--- config.mk ---
export PLATFORM = sky130hd
export DESIGN_NAME = console_output_formatter_core
export DESIGN_NICKNAME = d
export VERILOG_FILES = /design/src/design/cof_pkg.sv /design/src/design/console_output_formatter_core.sv /design/src/design/cof_front.sv /design/src/design/cof_queue.sv /design/src/design/cof_back.sv
export SDC_FILE = /design/constraint.sdc
export NUM_CORES = 1
export LEC_CHECK = 0
export ABC_AREA = 1
export BUFFER_PORTS_ARGS = -buffer_cell sky130_fd_sc_hd__buf_2
export CORE_UTILIZATION = 50
export DETAILED_ROUTE_END_ITERATION = 10
export GPL_TIMING_DRIVEN = 0
export PLACE_DENSITY = 0.69
export SYNTH_ARGS = -nofsm -noshare
export SYNTH_HDL_FRONTEND = slang
export SYNTH_SLANG_ARGS = --single-unit
--- constraint.sdc ---
create_clock -name aclk -period 7 [get_ports aclk]
set_clock_uncertainty 0.05 [all_clocks]
set_input_delay 1.4 -clock aclk [delete_from_list [all_inputs] [get_ports aclk]]
set_output_delay 1.4 -clock aclk [all_outputs]
set_load 0.1 [all_outputs]
--- src/design/cof_pkg.sv ---
// ----------------------------------------------------------------------------
// cof_pkg: shared types and constants for the console output formatter
// Command format between the front and back parts, character codes, and
// the default tab stop.
// ----------------------------------------------------------------------------
package cof_pkg;

    localparam int TAB_STOP_DEFAULT = 8;
    localparam int QUEUE_DEPTH      = 2;

    localparam logic [7:0] CH_TAB   = 8'h09;
    localparam logic [7:0] CH_LF    = 8'h0A;
    localparam logic [7:0] CH_CR    = 8'h0D;
    localparam logic [7:0] CH_BS    = 8'h08;
    localparam logic [7:0] CH_CARET = 8'h5E;
    localparam logic [7:0] CH_AT    = 8'h40;
    localparam logic [7:0] CH_SPACE = 8'h20;

    // what the back part does with one request
    typedef enum logic [1:0] {
        KIND_PLAIN = 2'd0,
        KIND_CARET = 2'd1,
        KIND_TAB   = 2'd2
    } kind_t;

    typedef struct packed {
        kind_t      kind;
        logic [7:0] char_code;
    } cmd_t;

    // queue status toward producer and consumer
    typedef struct packed {
        logic full;
        logic empty;
    } queue_status_t;

endpackage

--- src/design/console_output_formatter_core.sv ---
// ----------------------------------------------------------------------------
// console_output_formatter_core: console byte formatter
// Tab expansion, caret notation for control characters, column tracking.
// ----------------------------------------------------------------------------
// Each input request carries one character (tdata) and a caret-mode flag
// (tuser). A tab becomes spaces up to the next multiple of TAB_STOP columns
// (at least one space; a column wrap past 255 to 0 counts as a stop). With
// caret mode set, a control character below 0x20 other than tab becomes
// '^' and the character plus 0x40. As a plain byte, CR zeroes the column, BS
// lowers it if not zero, LF leaves it; every other output byte advances it
// modulo 256. The final output byte of each request has tlast high. Timing:
// the emitter produces one output byte per cycle while its output register is
// free; it loads each command from the queue in its idle state, then emits one
// byte for a plain char, two for a caret pair, up to TAB_STOP for a tab. The
// emitter is the pace setter; the front takes new requests while the two-entry
// queue has room. The emitter has a single output register, so it stalls
// while a byte waits on m_axis_tready and resumes in the cycle it is taken.
// ----------------------------------------------------------------------------
module console_output_formatter_core #(
    parameter int TAB_STOP = cof_pkg::TAB_STOP_DEFAULT   // 2..64
) (
    input  logic       aclk,
    input  logic       aresetn,
    // request side
    input  logic       s_axis_tvalid,
    output logic       s_axis_tready,
    input  logic [7:0] s_axis_tdata,    // [7:0] char_in
    input  logic       s_axis_tuser,    // [0] caret_mode
    // display byte side
    output logic       m_axis_tvalid,
    input  logic       m_axis_tready,
    output logic [7:0] m_axis_tdata,    // [7:0] char_out
    output logic       m_axis_tlast     // last byte for this request
);
    import cof_pkg::*;

    queue_status_t q_status;
    logic          push, pop;
    cmd_t          push_cmd, pop_cmd;

    // classify requests into commands
    cof_front u_front (
        .s_axis_tvalid (s_axis_tvalid),
        .s_axis_tready (s_axis_tready),
        .s_axis_tdata  (s_axis_tdata),
        .s_axis_tuser  (s_axis_tuser),
        .q_status      (q_status),
        .push          (push),
        .push_cmd      (push_cmd)
    );

    // command queue between intake and emitter
    cof_queue u_queue (
        .aclk     (aclk),
        .aresetn  (aresetn),
        .push     (push),
        .push_cmd (push_cmd),
        .pop      (pop),
        .pop_cmd  (pop_cmd),
        .status   (q_status)
    );

    // emit bytes, own the column
    cof_back #(
        .TAB_STOP (TAB_STOP)
    ) u_back (
        .aclk          (aclk),
        .aresetn       (aresetn),
        .pop_cmd       (pop_cmd),
        .q_status      (q_status),
        .pop           (pop),
        .m_axis_tvalid (m_axis_tvalid),
        .m_axis_tready (m_axis_tready),
        .m_axis_tdata  (m_axis_tdata),
        .m_axis_tlast  (m_axis_tlast)
    );

endmodule

--- src/design/cof_front.sv ---
// ----------------------------------------------------------------------------
// cof_front: request intake and classification
// Accepts one character request per handshake and turns it into a command
// (plain byte, caret pair or tab expansion) for the queue.
// ----------------------------------------------------------------------------
module cof_front (
    input  logic                   s_axis_tvalid,
    output logic                   s_axis_tready,
    input  logic [7:0]             s_axis_tdata,   // [7:0] char_in
    input  logic                   s_axis_tuser,   // [0] caret_mode
    input  cof_pkg::queue_status_t q_status,
    output logic                   push,
    output cof_pkg::cmd_t          push_cmd
);
    import cof_pkg::*;

    logic is_ctrl;

    assign s_axis_tready = !q_status.full;
    assign push          = s_axis_tvalid && !q_status.full;

    // control range is below space; tab is never shown as a caret pair
    assign is_ctrl = (s_axis_tdata < CH_SPACE) && (s_axis_tdata != CH_TAB);

    always_comb begin
        push_cmd.char_code = s_axis_tdata;
        if (s_axis_tdata == CH_TAB) begin
            push_cmd.kind = KIND_TAB;
        end else if (s_axis_tuser && is_ctrl) begin
            push_cmd.kind = KIND_CARET;
        end else begin
            push_cmd.kind = KIND_PLAIN;
        end
    end

endmodule

--- src/design/cof_queue.sv ---
// ----------------------------------------------------------------------------
// cof_queue: short command queue
// Small FIFO that decouples request intake from byte emission.
// ----------------------------------------------------------------------------
module cof_queue (
    input  logic                   aclk,
    input  logic                   aresetn,
    input  logic                   push,
    input  cof_pkg::cmd_t          push_cmd,
    input  logic                   pop,
    output cof_pkg::cmd_t          pop_cmd,
    output cof_pkg::queue_status_t status
);
    import cof_pkg::*;

    localparam int ADDR_W = (QUEUE_DEPTH > 1) ? $clog2(QUEUE_DEPTH) : 1;
    localparam int CNT_W  = $clog2(QUEUE_DEPTH + 1);

    cmd_t              mem [QUEUE_DEPTH];
    logic [ADDR_W-1:0] wr_ptr_reg, wr_ptr_next;
    logic [ADDR_W-1:0] rd_ptr_reg, rd_ptr_next;
    logic [CNT_W-1:0]  count_reg, count_next;
    logic              do_push, do_pop;

    assign status.full  = (count_reg == CNT_W'(QUEUE_DEPTH));
    assign status.empty = (count_reg == '0);
    assign do_push      = push && !status.full;
    assign do_pop       = pop && !status.empty;
    assign pop_cmd      = mem[rd_ptr_reg];

    always_comb begin
        wr_ptr_next = wr_ptr_reg;
        rd_ptr_next = rd_ptr_reg;
        count_next  = count_reg;
        if (do_push) begin
            wr_ptr_next = (wr_ptr_reg == ADDR_W'(QUEUE_DEPTH - 1)) ? '0 : wr_ptr_reg + 1'b1;
        end
        if (do_pop) begin
            rd_ptr_next = (rd_ptr_reg == ADDR_W'(QUEUE_DEPTH - 1)) ? '0 : rd_ptr_reg + 1'b1;
        end
        if (do_push && !do_pop) begin
            count_next = count_reg + 1'b1;
        end else if (do_pop && !do_push) begin
            count_next = count_reg - 1'b1;
        end
    end

    always_ff @(posedge aclk) begin
        if (!aresetn) begin
            wr_ptr_reg <= '0;
            rd_ptr_reg <= '0;
            count_reg  <= '0;
        end else begin
            wr_ptr_reg <= wr_ptr_next;
            rd_ptr_reg <= rd_ptr_next;
            count_reg  <= count_next;
        end
    end

    always_ff @(posedge aclk) begin
        if (do_push) begin
            mem[wr_ptr_reg] <= push_cmd;
        end
    end

endmodule

--- src/design/cof_back.sv ---
// ----------------------------------------------------------------------------
// cof_back: byte emitter
// Executes queued commands one output byte per cycle unless the output stalls,
// tracks the screen column and its tab-stop phase, drives the output register.
// ----------------------------------------------------------------------------
module cof_back #(
    parameter int TAB_STOP = cof_pkg::TAB_STOP_DEFAULT
) (
    input  logic                   aclk,
    input  logic                   aresetn,
    input  cof_pkg::cmd_t          pop_cmd,
    input  cof_pkg::queue_status_t q_status,
    output logic                   pop,
    output logic                   m_axis_tvalid,
    input  logic                   m_axis_tready,
    output logic [7:0]             m_axis_tdata,   // [7:0] char_out
    output logic                   m_axis_tlast    // last
);
    import cof_pkg::*;

    localparam int PHASE_W = (TAB_STOP > 1) ? $clog2(TAB_STOP) : 1;
    localparam logic [PHASE_W-1:0] PHASE_MAX = PHASE_W'(TAB_STOP - 1);

    typedef enum logic [1:0] {
        ST_IDLE = 2'b01,
        ST_RUN  = 2'b10
    } state_t;

    typedef enum logic [1:0] {
        MV_INC,
        MV_DEC,
        MV_ZERO,
        MV_HOLD
    } move_t;

    state_t             state_reg, state_next;
    cmd_t               cmd_reg, cmd_next;
    logic               second_reg, second_next;
    logic [7:0]         column_reg, column_next;
    logic [PHASE_W-1:0] phase_reg, phase_next;
    logic               tvalid_reg, tvalid_next;
    logic [7:0]         tdata_reg, tdata_next;
    logic               tlast_reg, tlast_next;

    logic               out_free;
    logic [7:0]         byte_out;
    logic               byte_last;
    move_t              move;
    logic [PHASE_W-1:0] phase_inc;

    assign out_free      = !tvalid_reg || m_axis_tready;
    assign m_axis_tvalid = tvalid_reg;
    assign m_axis_tdata  = tdata_reg;
    assign m_axis_tlast  = tlast_reg;
    assign pop           = (state_reg == ST_IDLE) && !q_status.empty;

    // phase = column mod TAB_STOP; a wrap of the column to 0 is a tab stop
    assign phase_inc = (column_reg == 8'hFF || phase_reg == PHASE_MAX) ? '0
                                                                       : phase_reg + 1'b1;

    // byte and column move for the current step of the command
    always_comb begin
        byte_out  = cmd_reg.char_code;
        byte_last = 1'b1;
        move      = MV_INC;
        case (cmd_reg.kind)
            KIND_TAB: begin
                byte_out  = CH_SPACE;
                byte_last = (phase_inc == '0);
            end
            KIND_CARET: begin
                byte_out  = second_reg ? (cmd_reg.char_code + CH_AT) : CH_CARET;
                byte_last = second_reg;
            end
            default: begin
                if (cmd_reg.char_code == CH_CR) begin
                    move = MV_ZERO;
                end else if (cmd_reg.char_code == CH_BS) begin
                    move = MV_DEC;
                end else if (cmd_reg.char_code == CH_LF) begin
                    move = MV_HOLD;
                end
            end
        endcase
    end

    always_comb begin
        state_next  = state_reg;
        cmd_next    = cmd_reg;
        second_next = second_reg;
        column_next = column_reg;
        phase_next  = phase_reg;
        tvalid_next = tvalid_reg && !m_axis_tready;
        tdata_next  = tdata_reg;
        tlast_next  = tlast_reg;
        case (state_reg)
            ST_IDLE: begin
                if (!q_status.empty) begin
                    cmd_next    = pop_cmd;
                    second_next = 1'b0;
                    state_next  = ST_RUN;
                end
            end
            ST_RUN: begin
                if (out_free) begin
                    tvalid_next = 1'b1;
                    tdata_next  = byte_out;
                    tlast_next  = byte_last;
                    second_next = 1'b1;
                    case (move)
                        MV_INC: begin
                            column_next = column_reg + 8'd1;
                            phase_next  = phase_inc;
                        end
                        MV_DEC: begin
                            if (column_reg != 8'd0) begin
                                column_next = column_reg - 8'd1;
                                phase_next  = (phase_reg == '0) ? PHASE_MAX
                                                                : phase_reg - 1'b1;
                            end
                        end
                        MV_ZERO: begin
                            column_next = 8'd0;
                            phase_next  = '0;
                        end
                        default: begin
                        end
                    endcase
                    if (byte_last) begin
                        state_next = ST_IDLE;
                    end
                end
            end
            default: begin
                state_next = ST_IDLE;
            end
        endcase
    end

    always_ff @(posedge aclk) begin
        if (!aresetn) begin
            state_reg  <= ST_IDLE;
            second_reg <= 1'b0;
            column_reg <= 8'd0;
            phase_reg  <= '0;
            tvalid_reg <= 1'b0;
        end else begin
            state_reg  <= state_next;
            second_reg <= second_next;
            column_reg <= column_next;
            phase_reg  <= phase_next;
            tvalid_reg <= tvalid_next;
        end
    end

    always_ff @(posedge aclk) begin
        cmd_reg   <= cmd_next;
        tdata_reg <= tdata_next;
        tlast_reg <= tlast_next;
    end

endmodule
After elaboration in Yosys (flattened, before gate mapping)
Memory sizes are Yosys's and may differ from the RTL's. A register that Yosys moved wholly into a read port is not among the register bits.
Index checks and enable logic that the tools add are counted.
{"block": "word_totals", "register_bits": 28, "out_inout_bits": 11, "word_cells": 101, "ram_bits": 20, "n_memories": 1, "input_bits": 13}
{"block": "classes", "reduce_logical": 31, "n_lt_le_gt_ge": 1, "bitwise_logic": 1, "eq_ne": 18, "add_sub_neg": 9, "n_mux": 30}
{"name": "u_queue.mem", "words": 2, "word_bits": 10, "read_ports": 1, "rd_clocked_by_memory_dff": 1, "write_ports": 1, "line": "cof_queue.sv:19", "text": "cmd_t mem [QUEUE_DEPTH];"}
{"op": "$eq 8x4->1 const B", "count": 4}
{"op": "$pmux 8 s3", "count": 1}
{"op": "$mux 2", "count": 10}
{"op": "$mux 8", "count": 2}
{"op": "$pmux 8 s2", "count": 1}
{"op": "$logic_and 1x1->1", "count": 9}
{"op": "$mux 1", "count": 9}
{"op": "$mux 3", "count": 3}
{"op": "$pmux 3 s3", "count": 1}
{"op": "$add 8x1->8 const B", "count": 1}
{"op": "$add 8x7->8 const B", "count": 1}
{"op": "$eq 2x2->1 const B", "count": 4}
{"op": "$eq 8x8->1 const B", "count": 1}
{"op": "$lt 8x6->1 const B", "count": 1}
{"op": "$ne 8x4->1 const B", "count": 1}
{"op": "$reduce_bool 8->1", "count": 1}
{"op": "$sub 8x1->8 const B", "count": 1}
{"op": "$eq 2x1->1 const B", "count": 3}
{"op": "$logic_not 1->1", "count": 6}
{"op": "$logic_not 3->1", "count": 2}
{"op": "$ne 2x1->1 const B", "count": 3}
{"op": "$reduce_and 3->1", "count": 2}
{"op": "$logic_not 2->1", "count": 2}
{"op": "$pmux 1 s2", "count": 2}
{"op": "other kinds (15)", "count": 19}

Longest topological paths before layout
Gate-level depths: netlist (run 1).
{"block": "depth", "depth_word": 8, "depth_mapped": 15}

Hierarchy
Synthesis (run 1) repeated with hierarchy kept, for this count alone.
{"block": "hier_totals", "cells_unflattened": 304, "hier_area_um2": 2965.3}
{"mod": "cof_back", "area_each_um2": 1870.5, "instances": 1, "seq_area_each_um2": 870.8, "cells_per_inst": 213}
{"mod": "cof_queue", "area_each_um2": 973.4, "instances": 1, "seq_area_each_um2": 700.7, "cells_per_inst": 69}
{"mod": "cof_front", "area_each_um2": 121.4, "instances": 1, "seq_area_each_um2": 0.0, "cells_per_inst": 22}

Least setup slack after synthesis (run 1)
No wires, ideal clock.
{"block": "synth_path", "path_type": "register -> output", "from": "reg u_queue.count_reg[0]", "to": "out s_axis_tready", "n_path_buf": 0, "required_ns": 5.550, "path_slack_ns": 4.475, "arrival_ns": 1.075, "stages_incl_launch_ff": 3, "cell_sequence": "dfxtp_1 inv_1 nand2_1"}
{"block": "synth_between", "elab_chain_cells": 2}
{"item": "from (decl)", "line": "cof_queue.sv:22", "text": "logic [CNT_W-1:0] count_reg, count_next;"}
{"item": "from (signal assigned)", "line": "cof_queue.sv:56", "text": "count_reg <= count_next;"}
{"item": "$eq 2x2->1", "line": "cof_queue.sv:25", "text": "assign status.full = (count_reg == CNT_W'(QUEUE_DEPTH));"}
{"item": "$logic_not 1->1", "line": "cof_front.sv:19", "text": "assign s_axis_tready = !q_status.full;"}
{"item": "to (decl)", "line": "console_output_formatter_core.sv:26", "text": "output logic s_axis_tready,"}
No other way between the ends.

Final worst setup path (run 1)
{"block": "layout_path", "from": "reg u_back.cmd_reg[9] in the netlist's numbering", "to": "reg u_back.column_reg[7]"}
{"block": "layout_between", "elab_chain_cells": 6, "elab_cells_between_ends": 11}
{"item": "from (decl)", "line": "cof_back.sv:37", "text": "cmd_t cmd_reg, cmd_next;"}
{"item": "from (signal assigned)", "line": "cof_back.sv:157", "text": "cmd_reg <= cmd_next;"}
{"item": "$eq 2x2->1 / $eq 2x1->1 (equally long branches)", "line": "cof_back.sv:66", "text": "case (cmd_reg.kind)"}
{"item": "$reduce_or 2->1 (no source line) *"}
{"item": "$mux 2 *", "line": "cof_back.sv:66"}
{"item": "$eq 2x1->1 (tied with other cells)", "line": "cof_back.sv:110", "text": "case (move)"}
{"item": "$ne 2x1->1 (no source line) / $reduce_bool 3->1 (equally long branches)"}
{"item": "$reduce_and 4->1 (no source line)"}
{"item": "to (signal assigned)", "line": "cof_back.sv:150", "text": "column_reg <= column_next;"}
{"item": "to (decl)", "line": "cof_back.sv:39", "text": "logic [7:0] column_reg, column_next;"}
Mark *: on every way between the ends. The rest lies on a longest branch, timed or not.
A chain may end at the register's enable or synchronous reset.

==> results, run 1 <==
- The count of endpoints failing setup in the final report is 0.
- The violation count after the first detailed-route iteration is 54.
- The number of global-route vias before repair is 1,985.
- In this run, synthesis produced a sequential element count of 58.
- The mapped cell area is 2870 um^2.
- The initial standard-cell utilization of the core is 52.1%.
- The time the worst path needs with I/O delays and setup is 2820 ps.
- The arrival time of data at the critical path endpoint is 3030 ps.
- The number of gates resized after CTS was 0.
- The routed wire length per instance is 11.8 um.
- The critical path capture point type is a flop.
- The cell area after layout is 3300 um^2.
- The final weighted congestion in routability-driven placement is 0.778.
- The part of the power in combinational logic is 31.7%.
- For this run, the number of Yosys warnings is 0.
- The number of placed instances, taps included, is 397.
- The count of pins over their slew limit was 0.
- Buffers placed on the I/O ports in this run total 22.
- The number of nets handed over by synthesis was 335.
- The max-cap violation count is 0.
- The overall die width is 77.8 um.
- The post-place instance area is 3070 um^2.
- The routed wire length is 4.88 mm.
- After floorplanning, the core was divided into 27 placement rows.
- Of the synthesized area, sequential elements account for 54.1%.
- The worst setup timing slack at the placement stage is 4180 ps.
- In the routed layout, each cell is associated on average with a via count of 5.02.
- Timing would allow up to 355 MHz.
- CTS saw 58 sinks.
- Of all nets on the critical path, the largest fanout is 9.
- The run finished with clean final reports.
- The fraction of the cycle the final worst path needs is 40.2%.
- The final layout contains 368 nets.
- The floorplan step defined a die boundary enclosing 6050 um^2.
- After clock tree synthesis, the clock-pin slew on the worst setup and hold paths is 70 ps.
- The CTS tree is yes.
- Cells fill 59.9% of the core in the end.
- The repair_antennas step left the layout with diodes totalling 0.
- The worst max-slew margin expressed relative to the limit is 27.7%.
- The largest net degree at the start of global routing is 14.
- Setup repair after global routing left no endpoint under its margin.
- The H-tree level count is 3.
- The global-route usage over all layers is 18.4%.
- The count of final hold-check violations is 0.
- The number of standard cells in the layout, taps in and fillers out is 413.
- The placed wire-length estimate is 3.59 mm.
- The number of unique standard cell types used by synthesis is 33.
- The worst-case IR drop observed on VDD is 220 uV.
- The sequential power share is 40.5%.
- The count of boundary I/O pins is 24.
- The register with the most flip-flops in the layout has 20 of them.
- Once detail routing completed, the nets flagged for antenna violations numbered 0.
- The first TritonRoute pass finished after 4 iterations.
- The number of remaining DRC errors is 0.
- The core region is 5510 um^2.
- The wire length of the first global-routing pass is 8.38 mm.
- The relative area change from synthesis to final layout is 14.8%.
- The die is 77.8 um tall.
- For this run the aggregate overflow at the end of global routing stands at 0.
- In this run the static leakage power is 0.00143 uW.
- The analysis attributes to net switching a power of 475 uW.
- Summed over all failing endpoints, the final setup total negative slack is 0 ps.
- The class of the tightest hold or removal check is reg -> reg.
- Cell internal power was estimated by the tool at 777 uW.
- The clock passes through at most 2 buffers.
- After layout, the worst setup slack is 4180 ps.
- Cells with a size suffix above 1 make up 14.4% of the layout.
- The portion of total power attributed to the clock network is 27.8%.
- STA classifies the critical path startpoint as a flop.
- Of the total power, the share spent switching nets is 37.9%.
- The average cell area after synthesis is 9.47 um^2.
- The number of hold buffers added after CTS was 0.
- At the later pin of the worst-skew pair, clock insertion delay measures 340 ps.
- The slew of the pin with the lowest slew margin is 1080 ps.
- The number of antenna violations at the first check in global routing is 0.
- The power per cell area is 380 nW/um^2.
- In this run the clock root is driven by a sky130_fd_sc_hd__clkbuf_8.
- STA puts the critical path data required time at 7220 ps.
- The number of cells produced by synthesis is 303.
- Once the clock tree was built, the setup fixing pass inserted 0 buffers.
- The total number of vias is 2,072.
- The type of the worst setup path is reg -> reg.
- The number of clock buffers added by TritonCTS is 9.
-- power groups by stage --
| stage | registers (uW) | clock network (uW) | logic (uW) |
|---|---|---|---|
| finish | 506 | 348 | 397 |
| global route | 515 | 368 | 449 |
| CTS | 507 | 357 | 400 |
| detailed placement | 514 | 0 | 398 |
| global placement | 512 | 0 | 392 |
| floorplan | 574 | 0 | 254 |
-- per-layer routing --
layer	wire length, um	global-route usage [%]
met4	123	11.3
met5	0	0
met2	2440	31.5
met3	116	4.24
met1	2200	20.6
-- cell usage after synthesis, drive strengths merged --
master,number,area share (%)
nor2,19,2.7
o32ai,1,0.31
clkinv,2,0.26
o21ai,10,1.7
nand3b,2,0.52
inv,43,5.6
nand2,80,11
a21oi,31,5.8
a211oi,1,0.26
nor4,2,0.65
buf,2,0.57
o21a,1,0.26
edfxtp,39,41
o211ai,3,0.78
nand4,5,1.3
dfxtp,19,13
ha,18,7.8
clkbuf,1,0.13
fa,1,0.70
nor3b,1,0.26
and3,1,0.22
nand3,10,2.2
nor3,4,1.1
xor2,7,2.1
-- final timing paths --
| check | startpoint | depth (start not counted) | to | slack [ps] |
|---|---|---|---|---|
| worst max-delay path | u_back.cmd_reg[9] | 11 | u_back.column_reg[7] | 4180 |
| worst min-delay path | u_back.column_reg[7] | 2 | u_back.column_reg[7] | 450 |
| worst max register to register | u_back.cmd_reg[9] | 11 | u_back.column_reg[7] | 4180 |
| worst min register to register | u_back.column_reg[7] | 2 | u_back.column_reg[7] | 450 |
-- critical path, cell delays in order (launching register included) --
cell and delay [ps]:
sky130_fd_sc_hd__edfxtp_1 400, sky130_fd_sc_hd__ha_1 380, sky130_fd_sc_hd__inv_1 140, sky130_fd_sc_hd__nor3_1 280, sky130_fd_sc_hd__ha_1 410, sky130_fd_sc_hd__ha_1 360, sky130_fd_sc_hd__a21oi_1 210, sky130_fd_sc_hd__o21a_1 130
sky130_fd_sc_hd__nand2_1 70, sky130_fd_sc_hd__xor2_1 140, sky130_fd_sc_hd__nand2_1 70, sky130_fd_sc_hd__a21oi_1 120
-- layout make-up --
class,count,area [um^2]
clock inverters,7,101
clock buffers,9,124
well taps,72,90.1
plain buffers,3,20.0
repair buffers,22,110
multi-input cells,197,1130
flip-flops and latches,58,1550
inverters,45,169
fillers,471,2210
-- layout by cell type, fill, tap and decap left out, drive strengths merged, types with 3 or more instances in the layout --
| master | instances |
|---|---|
| clkinv | 4 |
| xor2 | 7 |
| o21ai | 10 |
| buf | 24 |
| nor3 | 4 |
| ha | 18 |
| edfxtp | 39 |
| nand3 | 10 |
| nor2 | 19 |
| a21oi | 31 |
| nand4 | 5 |
| nand2 | 80 |
| dfxtp | 19 |
| inv | 44 |
| o211ai | 3 |
| clkbuf | 10 |
-- per-stage QoR --
stage / total power, uW / hold WS [ps]
2_1_floorplan: 828 / 405
3_3_place_gp: 904 / 424
5_1_grt: 1330 / 464
4_1_cts: 1260 / 451
6_report: 1250 / 449
3_5_place_dp: 912 / 441
-- logic make-up after synthesis --
kind of cell,after synthesis,share of synthesized area [%]
adder cells (fa/ha/maj),19,8.54
XOR/XNOR,7,2.14
AND/OR/NAND/NOR,124,19.5
flip-flops,58,54.1
AO/OA/AOI/OAI,47,9.15
buffers and inverters,48,6.58
(Power assumes the default switching activity.)
==> run 2, diff against run 1 <==
--- a/config.mk
+++ b/config.mk
@@ -5,7 +5,7 @@
 export SDC_FILE = /design/constraint.sdc
 export NUM_CORES = 1
 export LEC_CHECK = 0
-export ABC_AREA = 1
+export ABC_AREA = 0
 export BUFFER_PORTS_ARGS = -buffer_cell sky130_fd_sc_hd__buf_2
 export CORE_UTILIZATION = 50
 export DETAILED_ROUTE_END_ITERATION = 10
==> constraint.sdc (replaced) <==
create_clock -name aclk -period 2.81 [get_ports aclk]
set_clock_uncertainty 0.05 [all_clocks]
set_input_delay 0.562 -clock aclk [delete_from_list [all_inputs] [get_ports aclk]]
set_output_delay 0.562 -clock aclk [all_outputs]
set_load 0.1 [all_outputs]
==> run 2 against run 1 <==
  * The run now ends with setup timing left
  * Cell count shrank 12%
  * Critical path depth is the same
  * Worst hold slack lost 74 ps
  * Area after synthesis shrank 1.7%
  * Die area shrank 1.6%
  * Combinational power grew 140%
  * Sequential power grew 150%
==> results, run 2 <==
- Before antenna repair, the detailed router went through 4 iterations.
- The worst stage delay on the critical path is 420 ps.
- The routed wire length is 5.04 mm.
- Hold repair after CTS inserted 0 buffers.
- Sequential cells were found to cover 55.0% of the synthesized design area.
- The fraction of post-synthesis cell area in the top cell type by area is 41.5%.
- The maximum clock rate is 315 MHz.
- The slowest cell on the critical path is sky130_fd_sc_hd__a2111o_1.
- In this run the cell area of the synthesized design comes to 2820 um^2.
- Row generation in the floorplan step produced 26 rows.
- After layout, the worst path uses 113% of the clock period.
- The die is 77.1 um tall.
- For this block, the via count after detailed routing is 1,945.
- The max-cap violation count is 0.
- The final weighted congestion in routability-driven placement is 0.760.
- The H-tree generated during clock tree synthesis spans 3 levels.
- The number of clock sinks is 58.
- The worst setup path is launched from a flop.
- The post-place instance area is 3080 um^2.
- The run finished, with violations left.
- STA classifies the critical path endpoint as a flop.
- The final critical-path setup slack is -369 ps.
- The number of antenna diodes is 0.
- The post-synthesis async set-or-reset flop share is 0%.
- The violation count after the first detailed-route iteration is 107.
- sky130_fd_sc_hd__edfxtp_1 is the most common cell in the netlist.
- The count of buffers inserted at the top-level ports is 23.
- Counting stages on the worst path, the most repeated cell is sky130_fd_sc_hd__ha_4.
- The buffer type at the clock tree root is sky130_fd_sc_hd__clkbuf_8.
- From synthesis to final layout, the design area changed by 19.4%.
- The count of warnings emitted by yosys is 0.
- The largest fanout on the critical path is 7.
- Synthesis produced a netlist with a net count of 276.
- The clock insertion delay at the later pin of the skew report is 330 ps.
- The power per cell area is 873 nW/um^2.
- Once detailed placement completed, the half-perimeter wirelength came to 3.46 mm.
- The largest net degree at the start of global routing is 12.
- The area of the core is 5270 um^2.
- At the worst endpoint, the arrival time is 3390 ps.
- TritonCTS created 9 clock buffers.
- The leakage power figure is 0.00135 uW.
- In the layout the commonest cells are sky130_fd_sc_hd__edfxtp_1 (39), sky130_fd_sc_hd__buf_2 (24), sky130_fd_sc_hd__nand2_1 (20).
- The register with the most flip-flops in the layout has 20 of them.
- The cell area after layout is 3370 um^2.
- The number of remaining DRC errors is 0.
- Of the cells placed in the final design, the portion with a size suffix greater than 1 is 25.6%.
- Detailed routing placed a total of 2.39 mm of wire on met2.
- In the synthesized netlist, the cells that appear most often are sky130_fd_sc_hd__edfxtp_1 (39), sky130_fd_sc_hd__nand2_1 (20), sky130_fd_sc_hd__dfxtp_1 (19).
- The CTS tree is yes.
- The critical path goes through ha_1 > and3b_1 > nand3_1 > a21o_1 > ha_4 > ha_4 > o211a_1 > a2111o_1 > a221oi_2 > mux2_1 > a21oi_1.
- The worst max-slew margin expressed relative to the limit is 35.6%.
- Global routing used 18.7% of the available tracks across all layers.
- The maximum clock path buffer count is 2.
- The floorplan step defined a die boundary enclosing 5950 um^2.
- The first global-routing pass estimated 8.34 mm of wire.
- For the pin with the worst max-slew slack, the measured transition is 964 ps.
- Yosys mapped a number of flops with a built-in enable equal to 39.
- The critical path contains buffers and inverters numbering 0 combined.
- The vias per cell is 5.36.
- The post-synthesis register bit count is 58.
- Across all hold checks on the routed design, the worst slack comes to 375 ps.
- Summed over all nets, wire length on met3 after detailed routing comes to 159 um.
- The required time at the endpoint of the critical path is 3020 ps.
- After technology mapping, the gate count stands at 244.
- Sorting the synthesized cells by area gives the leading types as sky130_fd_sc_hd__edfxtp_1 (41%), sky130_fd_sc_hd__dfxtp_1 (13%), sky130_fd_sc_hd__ha_1 (8.0%).
- The detailed router used layers up to and including met4.
- The number of nets with antenna violations after detailed routing is 0.
- The met1 layer wirelength in the final routing is 2.42 mm.
- The final reports fail on setup timing.
- The number of antenna violations at the first check in global routing is 0.
- The routed wire length per instance is 13.9 um.
- The count of final hold-check violations is 0.
- The time the worst path needs with I/O delays and setup is 3180 ps.
- The end-of-flow core utilization is 64.0%.
- The number of global-route vias before repair is 1,790.
- Setup repair after global routing could not meet its margin everywhere.
- The overall die width is 77.1 um.
- IR analysis of the VDD net gives a maximum drop of 584 uV.
- The count of pins over their slew limit was 0.
- The most used flip-flop cell after synthesis is sky130_fd_sc_hd__edfxtp_1.
- The most common cell after layout, fill and taps aside is sky130_fd_sc_hd__edfxtp_1.
- The average cell area after synthesis is 11.6 um^2.
- The class of the tightest hold or removal check is in -> reg.
- The family with the most delay on the worst path is compound AO/OA/AOI/OAI gates.
- The initial utilization of the core area, before any placement, comes to 53.6%.
- The count of endpoints failing setup in the final report is 4.
- The leading area contributor after synthesis is sky130_fd_sc_hd__edfxtp_1.
- The total overflow left after global routing is 0.
- The number of unique standard cell types used by synthesis is 50.
- The count of boundary I/O pins is 24.
- The clock slew at the register clock pins of the worst setup and hold paths is 70 ps.
- The total power consumption of the routed design is 2940 uW.
- The number of nets in the layout is 320.
- The critical path in this run is classified as reg -> reg.
==> run 2: worst paths after layout <==
check                            from  slack (ps)                   end  depth (start not counted)
setup / recovery    u_back.cmd_reg[9]        -370  u_back.column_reg[7]                         11
hold / removal        s_axis_tdata[5]         380     u_queue.mem[0][5]                          1
hold reg to reg   u_back.state_reg[1]         430   u_back.state_reg[1]                          2
setup reg to reg    u_back.cmd_reg[9]        -370  u_back.column_reg[7]                         11
==> run 2: power breakdown <==
group / switching [uW] / internal (uW)
clock network: 335 / 405
logic: 602 / 355
registers: 92.2 / 1150
total: 1030 / 1910
==> run 2: kinds of logic after synthesis <==
group                    after synthesis  share of synthesized area (%)
AND/OR/NAND/NOR                       71                           13.3
flip-flops                            58                           55.0
adder cells (fa/ha/maj)               19                           8.69
multiplexers                          14                           5.50
AO/OA/AOI/OAI                         51                           12.0
XOR/XNOR                               8                           2.48
buffers and inverters                 23                           3.15
==> run 2: layer usage <==
metal / GRT usage, % / vias to the layer above
li1: - / 989
met1: 22.8 / 915
met2: 30.0 / 34
met3: 5.36 / 7
met4: 9.62 / 0
met5: 0 / -
==> run 2: metrics by stage <==
stage          std cells  setup TNS [ps]  setup WS, ps
3_5_place_dp         337            -558          -500
4_1_cts              359            -611          -373
6_report             363            -871          -369
2_1_floorplan        244            -201          -201
5_1_grt              363           -1390          -492
3_3_place_gp         337            -488          -458
==> run 2: area by class of cell <==
class	instances	area, um^2
Buffer	5	23.8
Clock buffer	9	124
Clock inverter	7	70.1
Fill cell	450	1900
Inverter	18	67.6
Multi-Input combinational cell	163	1250
Sequential cell	58	1550
Tap cell	70	87.6
Timing Repair Buffer	33	198
==> run 2: repair_timing <==
item,4_1_cts,5_1_grt
resized for setup,5,4
cloned,0,0
setup endpoints to repair,3,7
pin swaps,5,6
setup buffers,6,4
==> run 3, diff against run 2 <==
--- a/config.mk
+++ b/config.mk
@@ -7,10 +7,10 @@
 export LEC_CHECK = 0
 export ABC_AREA = 0
 export BUFFER_PORTS_ARGS = -buffer_cell sky130_fd_sc_hd__buf_2
-export CORE_UTILIZATION = 50
+export CORE_UTILIZATION = 53
 export DETAILED_ROUTE_END_ITERATION = 10
 export GPL_TIMING_DRIVEN = 0
-export PLACE_DENSITY = 0.69
+export PLACE_DENSITY = 0.75
 export SYNTH_ARGS = -nofsm -noshare
 export SYNTH_HDL_FRONTEND = slang
 export SYNTH_SLANG_ARGS = --single-unit
==> constraint.sdc (replaced) <==
create_clock -name aclk -period 2.92 [get_ports aclk]
set_clock_uncertainty 0.05 [all_clocks]
set_input_delay 0.584 -clock aclk [delete_from_list [all_inputs] [get_ports aclk]]
set_output_delay 0.584 -clock aclk [all_outputs]
set_load 0.1 [all_outputs]
==> run 3 against run 2 <==
  * The run still ends with setup timing left
  * Die area decreased by 5.5%
  * Sequential power down 4%
  * Flip-flop and latch count unchanged
  * Via count grew 0.67%
  * Worst setup slack improved by 48 ps
  * Combinational power shrank 5.5%
  * Critical path type unchanged
  * Largest cell class unchanged
==> results, run 3 (synthesized netlist as in run 2, its figures left out) <==
- In the final layout, the share of cells above drive strength 1 is 25.3%.
- The count of final hold-check violations was 0.
- The number of nets in the layout is 315.
- The CTS tree is yes.
- The tightest min-delay check is of the in -> reg type.
- The chip height is 75.0 um.
- After detailed routing, the wire length on met1 is 2.16 mm.
- The leakage power figure is 0.00132 uW.
- The worst hold path begins at s_axis_tdata[6].
- The detailed router finished its first iteration with 133 violations.
- The worst register-to-register path has a depth of 11.
- The H-tree generated during clock tree synthesis spans 3 levels.
- The maximum clock rate is 308 MHz.
- For the pin with the worst max-slew slack, the measured transition is 998 ps.
- The checks that failed: setup timing.
- The critical path capture point type is a flop.
- The number of remaining DRC errors is 0.
- The time the worst path needs with I/O delays and setup is 3240 ps.
- The cell area after layout is 3360 um^2.
- The wire length of the first global-routing pass is 8.03 mm.
- For this block, the routed nets add up to 4.91 mm of wire.
- Summed over all nets, wire length on met2 after detailed routing comes to 2.49 mm.
- The highest layer touched by signal routing is met4.
- The flip-flop count of the largest register, all copies and words added is 20.
- The worst hold endpoint is u_queue.mem[1][6].
- The area of the core is 5110 um^2.
- Port buffering added 23 buffers.
- Measured against its own limit, the worst slew margin works out to 33.4%.
- The placed wire-length estimate is 3.46 mm.
- The final weighted congestion in routability-driven placement is 0.789.
- The count of boundary I/O pins is 24.
- The run finished, with violations left.
- The quantity of hold-fixing buffers added after cts is 0.
- After detailed placement, the total cell area comes to 3080 um^2.
- Max-cap violations in this run came to 0.
- The vias per cell is 5.47.
- The number of buffers added by the clock tree synthesis step is 9.
- The total power consumption of the routed design is 2840 uW.
- After clock tree synthesis, the clock-pin slew on the worst setup and hold paths is 70 ps.
- The maximum clock path buffer count is 2.
- Leaving out fill and tap cells, the most frequent cells in the layout are sky130_fd_sc_hd__edfxtp_1 (39), sky130_fd_sc_hd__buf_2 (25), sky130_fd_sc_hd__nand2_1 (20).
- For this run, the share of the core covered by cells in the final layout is 65.9%.
- The worst setup path is launched from a flop.
- The worst register-to-register path begins at u_back.cmd_reg[9].
- The library cell used most frequently in the layout, excluding fill and tap cells, is sky130_fd_sc_hd__edfxtp_1.
- The global-route usage over all layers is 19.8%.
- The clock insertion delay at the later pin of the skew report is 340 ps.
- Compared with the post-synthesis result, the final layout area differs by 19.2%.
- The largest fanout on the critical path is 8.
- The arrival time of data at the critical path endpoint is 3460 ps.
- The count of pins over their slew limit is 0.
- Before antenna repair, the detailed router went through 4 iterations.
- The largest net degree at the start of global routing is 13.
- The overall die width is 75.0 um.
- The fraction of the cycle the final worst path needs is 111%.
- Across all layers, the routed design uses 1,958 vias.
- The number of nets with antenna violations after detailed routing is 0.
- The routed wire length per instance is 13.7 um.
- The critical register-to-register path endpoint is u_back.column_reg[7].
- The number of antenna diodes is 0.
- The required time at the endpoint of the critical path is 3140 ps.
- The tree is rooted in a sky130_fd_sc_hd__clkbuf_8.
- The routed length on met3 is 188 um.
- The row count is 26.
- Setup violations remaining at the end of the flow were counted as 1.
- The worst hold path cell count is 1.
- The die covers 5620 um^2.
- The total overflow left after global routing is 0.
- The initial standard-cell utilization of the core is 55.3%.
- The number of antenna violations at the first check in global routing was 0.
- After layout, the worst setup slack is -322 ps.
- The number of global-route vias before repair was 1,782.
- The register-to-register setup slack is -320 ps.
- The number of clock sinks is 58.
- Setup repair after global routing could not meet its margin everywhere.
- The largest vdd supply drop is 765 uV.
- The type of the worst setup path is reg -> reg.
- The power per cell area is 843 nW/um^2.
## run 3: cell count changes in the layout (fill, tap and decap cells not counted), moves of 2 or more
| cell | delta |
|---|---|
| sky130_fd_sc_hd__buf_4 | -4 |
| sky130_fd_sc_hd__buf_6 | -2 |
| sky130_fd_sc_hd__ha_1 | -2 |
| sky130_fd_sc_hd__ha_4 | +2 |
## run 3: area by class of cell
class / instances / area [um^2]
Tap cell: 70 / 87.6
Buffer: 5 / 21.3
Inverter: 18 / 67.6
Timing Repair Buffer: 28 / 153
Clock inverter: 7 / 78.8
Clock buffer: 9 / 124
Multi-Input combinational cell: 163 / 1280
Fill cell: 382 / 1740
Sequential cell: 58 / 1550
## run 3: metal layers
layer / vias up / global-route usage [%]
met5: - / 0
met4: 0 / 7.55
met3: 9 / 7.90
met2: 41 / 31.9
met1: 931 / 23.9
li1: 977 / -
## run 3: worst max-delay path by stage
stage / cells after the start / slack [ps] / endpoint / start
2_1_floorplan: 11 / -90 / u_back.column_reg[7] / u_back.cmd_reg[9]
3_3_place_gp: 11 / -320 / u_back.column_reg[7] / u_back.cmd_reg[9]
3_5_place_dp: 11 / -350 / u_back.column_reg[7] / u_back.cmd_reg[9]
4_1_cts: 11 / -260 / u_back.column_reg[7] / u_back.cmd_reg[9]
5_1_grt: 11 / -400 / u_back.column_reg[7] / u_back.cmd_reg[9]
6_report: 11 / -320 / u_back.column_reg[7] / u_back.cmd_reg[9]
## run 3: where the power goes
group / total, uW / internal, uW / switching (uW) / leakage [uW]
clock network: 733 / 398 / 334 / 0.0000921
logic: 904 / 325 / 579 / 0.000710
registers: 1200 / 1110 / 87.1 / 0.000518
## run 3: repair_timing
item,4_1_cts,5_1_grt
endpoints found under the setup margin,1,3
pin swaps,0,8
gates resized for setup,0,7
hold endpoints to repair,0,0
buffers inserted,4,1
## run 3: critical path, cell delays in order, from the launching register on
cell	delay, ps
sky130_fd_sc_hd__edfxtp_1	430
sky130_fd_sc_hd__ha_4	290
sky130_fd_sc_hd__and3b_1	160
sky130_fd_sc_hd__nand3_1	80
sky130_fd_sc_hd__a21o_1	190
sky130_fd_sc_hd__ha_4	230
sky130_fd_sc_hd__ha_4	250
sky130_fd_sc_hd__o211a_1	230
sky130_fd_sc_hd__a2111o_1	430
sky130_fd_sc_hd__a221oi_2	340
sky130_fd_sc_hd__mux2_1	350
sky130_fd_sc_hd__a21oi_1	130
## run 3: stage by stage
step / setup WS (ps) / setup TNS (ps) / hold slack [ps] / instances
6_report: -322 / -322 / 395 / 358
3_5_place_dp: -350 / -350 / 427 / 337
4_1_cts: -262 / -325 / 381 / 357
3_3_place_gp: -322 / -322 / 420 / 337
2_1_floorplan: -90.9 / -90.9 / 405 / 244
5_1_grt: -400 / -464 / 375 / 358
